===== src/rtl/core/sps_pkg.sv =====
package sps_pkg;

    localparam int STACK_DEPTH = 1024;
    localparam int SCORE_W     = 16;
    localparam int CNT_W       = 10;
    localparam int BASES       = 4;
    localparam int ADDR_W      = $clog2(STACK_DEPTH);
    localparam int PTR_W       = $clog2(STACK_DEPTH + 1);
    localparam int CMP_W       = (PTR_W > CNT_W) ? PTR_W : CNT_W;
    localparam int ACC_W       = SCORE_W + 2;

    localparam logic [SCORE_W-1:0] LEAF_MISMATCH = SCORE_W'(2);
    localparam logic [ACC_W-1:0]   SCORE_MAX     = ACC_W'((64'd1 << SCORE_W) - 64'd1);

    typedef logic [BASES-1:0][SCORE_W-1:0] score_vec_t;

    typedef struct packed {
        logic             is_leaf;
        logic [3:0]       leaf_base;
        logic [CNT_W-1:0] child_count;
        logic             pass_end;
    } sps_in_t;

    typedef struct packed {
        logic [SCORE_W-1:0] score_a;
        logic [SCORE_W-1:0] score_c;
        logic [SCORE_W-1:0] score_g;
        logic [SCORE_W-1:0] score_t;
        logic [SCORE_W-1:0] best_score;
        logic [BASES-1:0]   best_set;
        logic               error;
    } sps_out_t;

    typedef enum logic [1:0] {
        ST_IDLE,
        ST_POP,
        ST_PUSH,
        ST_EMIT
    } sps_state_t;

    typedef struct packed {
        logic s_ready;
        logic rd_en;
        logic wr_en;
        logic ms_in_valid;
        logic emit_load;
    } sps_ctrl_t;

endpackage


===== src/rtl/core/sps_minset.sv =====
module sps_minset (
    input  logic                         aclk,
    input  logic                         aresetn,
    input  logic                         in_valid,
    input  sps_pkg::score_vec_t          in_vec,
    output logic                         out_valid,
    output logic [sps_pkg::SCORE_W-1:0]  out_min,
    output logic [sps_pkg::BASES-1:0]    out_set
);
    import sps_pkg::*;

    logic [SCORE_W-1:0] min01;
    logic [SCORE_W-1:0] min23;
    logic [SCORE_W-1:0] min_all;
    logic [BASES-1:0]   set_all;
    logic               out_valid_reg;
    logic [SCORE_W-1:0] out_min_reg;
    logic [BASES-1:0]   out_set_reg;

    always_comb begin
        min01   = (in_vec[1] < in_vec[0]) ? in_vec[1] : in_vec[0];
        min23   = (in_vec[3] < in_vec[2]) ? in_vec[3] : in_vec[2];
        min_all = (min23 < min01) ? min23 : min01;
        for (int i = 0; i < BASES; i++) begin
            set_all[i] = (in_vec[i] == min_all);
        end
    end

    always_ff @(posedge aclk) begin
        if (!aresetn) begin
            out_valid_reg <= 1'b0;
        end else begin
            out_valid_reg <= in_valid;
        end
    end

    always_ff @(posedge aclk) begin
        if (in_valid) begin
            out_min_reg <= min_all;
            out_set_reg <= set_all;
        end
    end

    assign out_valid = out_valid_reg;
    assign out_min   = out_min_reg;
    assign out_set   = out_set_reg;

endmodule


===== config.mk =====
export PLATFORM = sky130hd
export DESIGN_NAME = sps_minset
export DESIGN_NICKNAME = d
export VERILOG_FILES = /design/src/rtl/core/sps_pkg.sv /design/src/rtl/core/sps_minset.sv
export SDC_FILE = /design/constraint.sdc
export NUM_CORES = 1
export LEC_CHECK = 0
export ABC_AREA = 1
export BUFFER_PORTS_ARGS = -buffer_cell sky130_fd_sc_hd__buf_2
export CAP_MARGIN = 20
export CORE_MARGIN = 5
export CORE_UTILIZATION = 45
export DETAILED_ROUTE_END_ITERATION = 10
export PLACE_DENSITY = 0.67
export SYNTH_ARGS = -nofsm -noshare
export SYNTH_HDL_FRONTEND = slang
export SYNTH_SLANG_ARGS = --single-unit
export TNS_END_PERCENT = 50

===== constraint.sdc =====
create_clock -name aclk -period 4 [get_ports aclk]
set_input_delay 0.4 -clock aclk [delete_from_list [all_inputs] [get_ports aclk]]
set_output_delay 0.4 -clock aclk [all_outputs]
set_load 0.01 [all_outputs]

Yosys cells after proc, flatten, opt, wreduce, memory -nomap -nowiden
Index checks and enable logic that the tools add are counted.
{"block": "word_totals", "ff_bits": 21, "in_bits": 67, "output_inout_bits": 21, "word_cells": 13}
{"block": "op_classes", "magnitude_cmp": 3, "eq_ne": 4, "n_mux": 3}
{"operator": "$eq 16x16->1", "count": 4}
{"operator": "$lt 16x16->1", "count": 3}
{"operator": "$mux 16", "count": 3}

Logic depth before layout (Yosys ltp)
{"block": "depth", "ltp_word": 5, "depth_mapped": 32, "depth_no_buf": 30}

Worst setup path after synthesis
OpenSTA, ideal clock, no wires.
{"block": "synth_path", "path_kind": "input-to-reg", "start": "input port in_vec[11] (netlist bit)", "end": "register out_set_reg[1] (netlist: out_set[1]) (data pin)", "setup_time_ns": 0.138, "t_arrival_ns": 3.617, "required_ns": 3.862, "path_slack_ns": 0.245, "path_stages": 25, "path_cell_list": "inv_1 ha_1 nand2_1 inv_2 nand3_1 a31oi_1 nor2_1 nand2_2 clkbuf_1 o21ai_0 inv_1 ha_1 a21oi_1 nand3b_1 a21oi_1 a2111oi_2 buf_2 nand3b_1 nand2_2 nand2_1 nand2_1 nand2_1 nor2_1 nand2_1 nor2_1"}
{"block": "synth_between", "elab_chain_len": 5}
{"element": "from (decl)", "line": "sps_minset.sv:5", "text": "input sps_pkg::score_vec_t in_vec,"}
{"element": "$lt 16x16->1", "line": "sps_minset.sv:21", "text": "min01 = (in_vec[1] < in_vec[0]) ? in_vec[1] : in_vec[0];"}
{"element": "$mux 16 (*)", "line": "sps_minset.sv:21"}
{"element": "$lt 16x16->1", "line": "sps_minset.sv:23", "text": "min_all = (min23 < min01) ? min23 : min01;"}
{"element": "$mux 16 (*)", "line": "sps_minset.sv:23"}
{"element": "via min_all[0]", "line": "sps_minset.sv:14", "text": "logic [SCORE_W-1:0] min_all;"}
{"element": "$eq 16x16->1 (*)", "line": "sps_minset.sv:25", "text": "set_all[i] = (in_vec[i] == min_all);"}
{"element": "via set_all[1]", "line": "sps_minset.sv:15", "text": "logic [BASES-1:0] set_all;"}
{"element": "to (signal assigned)", "line": "sps_minset.sv:40", "text": "out_set_reg <= set_all;"}
{"element": "to (decl)", "line": "sps_minset.sv:18", "text": "logic [BASES-1:0] out_set_reg;"}
The timed path passes the listed nets; every way through them passes the cells marked *.
A chain may end at the register's enable or synchronous reset.

Worst setup path in the final report
{"block": "layout_path", "start": "input port in_vec[15] (netlist bit)", "end": "register out_set_reg[1] (netlist: out_set[1]) (data pin)"}
{"block": "layout_between", "elab_chain_len": 5}
{"element": "$lt 16x16->1", "line": "sps_minset.sv:21"}
{"element": "$mux 16 (*)", "line": "sps_minset.sv:21"}
{"element": "$lt 16x16->1", "line": "sps_minset.sv:23"}
{"element": "$mux 16 (*)", "line": "sps_minset.sv:23"}
{"element": "$eq 16x16->1 (*)", "line": "sps_minset.sv:25"}
{"element": "via set_all[1]", "line": "sps_minset.sv:15"}
Marks and branches as above.

==> impl_results.md <==
- Status: complete, no violations
- Distinct cell type count after synthesis: 24
- Crit. End Element: flip-flop
- Max-capacitance violation count: 0
- Power density over the cells: 335.3 mW/mm^2
- Synth Register Bits: 21
- TritonCTS Sinks: 21
- Num CTS Buffers: 3
- Tot GR Track Use: 24.63%
- WL/cell: 13.83 microns
- Post-Route WL: 13.22 mm
- Initial DRC Count: 289
- Port Buffer Count: 87
- Final Hold Viols: 0
- Final ANT Viol Nets: 0
- Post-DP HPWL: 10.43 mm
- Fin. max-slew vios: 0
- Max Fclk: 253.7 MHz
- Nets: 964
- Max FO, Critical Path: 8
- Root Driver: clkbuf_8
- CTS tree: done
- Crit path cell chain: buf_2, inv_1, ha_1, a21oi_1, o21ai_0, nor2_2, nand2_4, o21ai_0, inv_1, ha_1, a21oi_1, nand3b_1, a21oi_2, a2111oi_4, buf_4, buf_4, nand3_2, nand3_1, nand2_1, inv_1, nand2_1, nor2_1, nand2_1, nor2_1
- Initial Util: 45.94%
- DRC viols: 0
- Area of the core: 0.008175 sq mm
- Synth Area per Inst: 5.823 sq um
- H-tree Lvls: 1
- Worst path max stage delay: 0.31 ns
- Number of global-route vias before repair: 4538
- Hold Startpoint: aresetn
- Largest net degree at the start of global routing: 22
- Layout cell share with drive strength beyond 1: 33.73%
- Crit share post-route: 98.56%
- Post-place setup slack: -0.3404 ns
- CP arrival: 4.09 ns
- WS Path Type: input pin to flip-flop
- Sequential area share after synthesis: 16.52%
- Relative slew slack: 61.76%
- CP max-delay cell: ha_1
- Antenna Cells: 0
- CP startpoint kind: input pin
- Synthesized area: 0.003756 sq mm
- First-pass GRT wire length: 20.62 mm
- Hold Path Class: input pin to flip-flop
- Die width: 101.4 microns
- Worst-margin pin slew: 0.5736 ns
- Area Overhead vs Synth: 48.87%
- Crit. Startpoint: in_vec[15]
- Syn Nets: 757
- Tmin final: 3.942 ns
- Warnings from Yosys: 0
- Die area: 0.01027 sq mm
- Setup slack after layout: 0.05773 ns
- WP data required: 4.15 ns
- Commonest non-fill, non-tap cell in the layout: nand2_1
- Ports: 88
- Vias per inst: 5.112
- CTS Buffer Depth: 2
- Placed cells: 942
- CTS clk-pin slew, worst paths: 0.10 ns
- Most frequent cells in the layout: nand2_1 (232), buf_4 (117), inv_1 (100), nand3_1 (89), buf_2 (87)
- Die height: 101.4 microns
- Synth Instances: 645
- TNS Setup: 0 ns
- Final Util: 68.40%
- Antenna violations before repair: 0
- VDD IR max: 220.0 uV
- Layout Cells excl Fill: 956
- RD Place Congestion: 0.9732
- Largest register FFs: 16
- DR vias: 4887
- FILL cells: 726
- Total gr overflow: 0
- Number of cell rows: 33
- Endpoints failing setup: 0
- TritonRoute pass-1 iters: 5
- P_leak: 3.268 nW
==> power by group <==
group	internal [W]	total (W)	switching [W]
registers	0.000297	0.000306	0.00000850
logic	0.000609	0.00140	0.000789
clock network	0.0000719	0.000171	0.0000990
==> cell type report <==
class	instances	area (sq um)	share of cell area, %
Sequential cell	21	620.6	11.10
Multi-Input combinational cell	509	2905	51.96
Clock buffer	4	45.04	0.8055
Timing Repair Buffer	214	1503	26.87
Inverter	103	386.6	6.914
Tap cell	105	131.4	2.350
==> synth_stat cells <==
| cell | number | area (sq um) |
|---|---|---|
| a2111oi_2 | 1 | 15.01 |
| a211oi_1 | 1 | 7.510 |
| a21oi_1 | 20 | 100.1 |
| a31oi_1 | 1 | 6.260 |
| buf_2 | 1 | 5.000 |
| buf_4 | 2 | 15.01 |
| buf_6 | 2 | 22.52 |
| clkbuf_1 | 7 | 26.28 |
| dfxtp_1 | 1 | 20.02 |
| edfxtp_1 | 20 | 600.6 |
| ha_1 | 45 | 563.0 |
| inv_1 | 101 | 379.1 |
| inv_2 | 2 | 7.510 |
| nand2_1 | 237 | 889.6 |
| nand2_2 | 25 | 156.4 |
| nand2_4 | 1 | 11.26 |
| nand3_1 | 95 | 475.5 |
| nand3_2 | 10 | 100.1 |
| nand3b_1 | 7 | 52.55 |
| nand4_1 | 2 | 12.51 |
| nor2_1 | 28 | 105.1 |
| nor3_1 | 1 | 5.000 |
| o21a_1 | 2 | 15.01 |
| o21ai_0 | 33 | 165.2 |
==> cell families after synthesis <==
group / count (synthesis) / synth area share [%]
AO/OA/AOI/OAI: 58 / 8.228
adder cells (fa/ha/maj): 45 / 14.99
buffers and inverters: 115 / 12.13
flip-flops: 21 / 16.52
AND/OR/NAND/NOR: 406 / 48.13
==> routing by layer <==
layer	up-vias	wire, microns	track usage (%)
met1	2190	5781	33.38
met3	25	899	2.961
li1	2494	-	-
met2	178	6269	41.85
met4	0	271	5.624
met5	-	0	0
==> critical path, delay by kind of cell <==
family,cells,cell delay (ns)
and+or+nand+nor,10,1.31
adders and majority gates,2,0.61
buffers and inverters,6,0.69
AOI/OAI and AO/OA,6,1.06
==> metrics by stage <==
stage / total power [W] / instance area [sq um] / hold WS, ns
after global placement: 0.001515 / 5195 / 0.5818
after global routing: 0.002038 / 5592 / 0.3129
after floorplan: 0.001035 / 3756 / 0.4935
after detailed placement: 0.001540 / 5195 / 0.5919
after CTS: 0.001724 / 5265 / 0.2972
final: 0.001875 / 5592 / 0.2932
==> worst paths after layout <==
| kind | endpoint | slack (ns) | cells after the start |
|---|---|---|---|
| worst max-delay path | out_set[1] | 0.06 | 24 |
| worst min-delay path | out_valid | 0.29 | 3 |
==> timing repair <==
item,in CTS,in global routing
resized for setup,5,65
hold buffers,0,0
pin swaps,4,13
hold endpoints to repair,0,0
setup endpoints to repair,3,11
gates cloned,1,3
buffers inserted,1,5
Power figures use the tool's default switching activity.
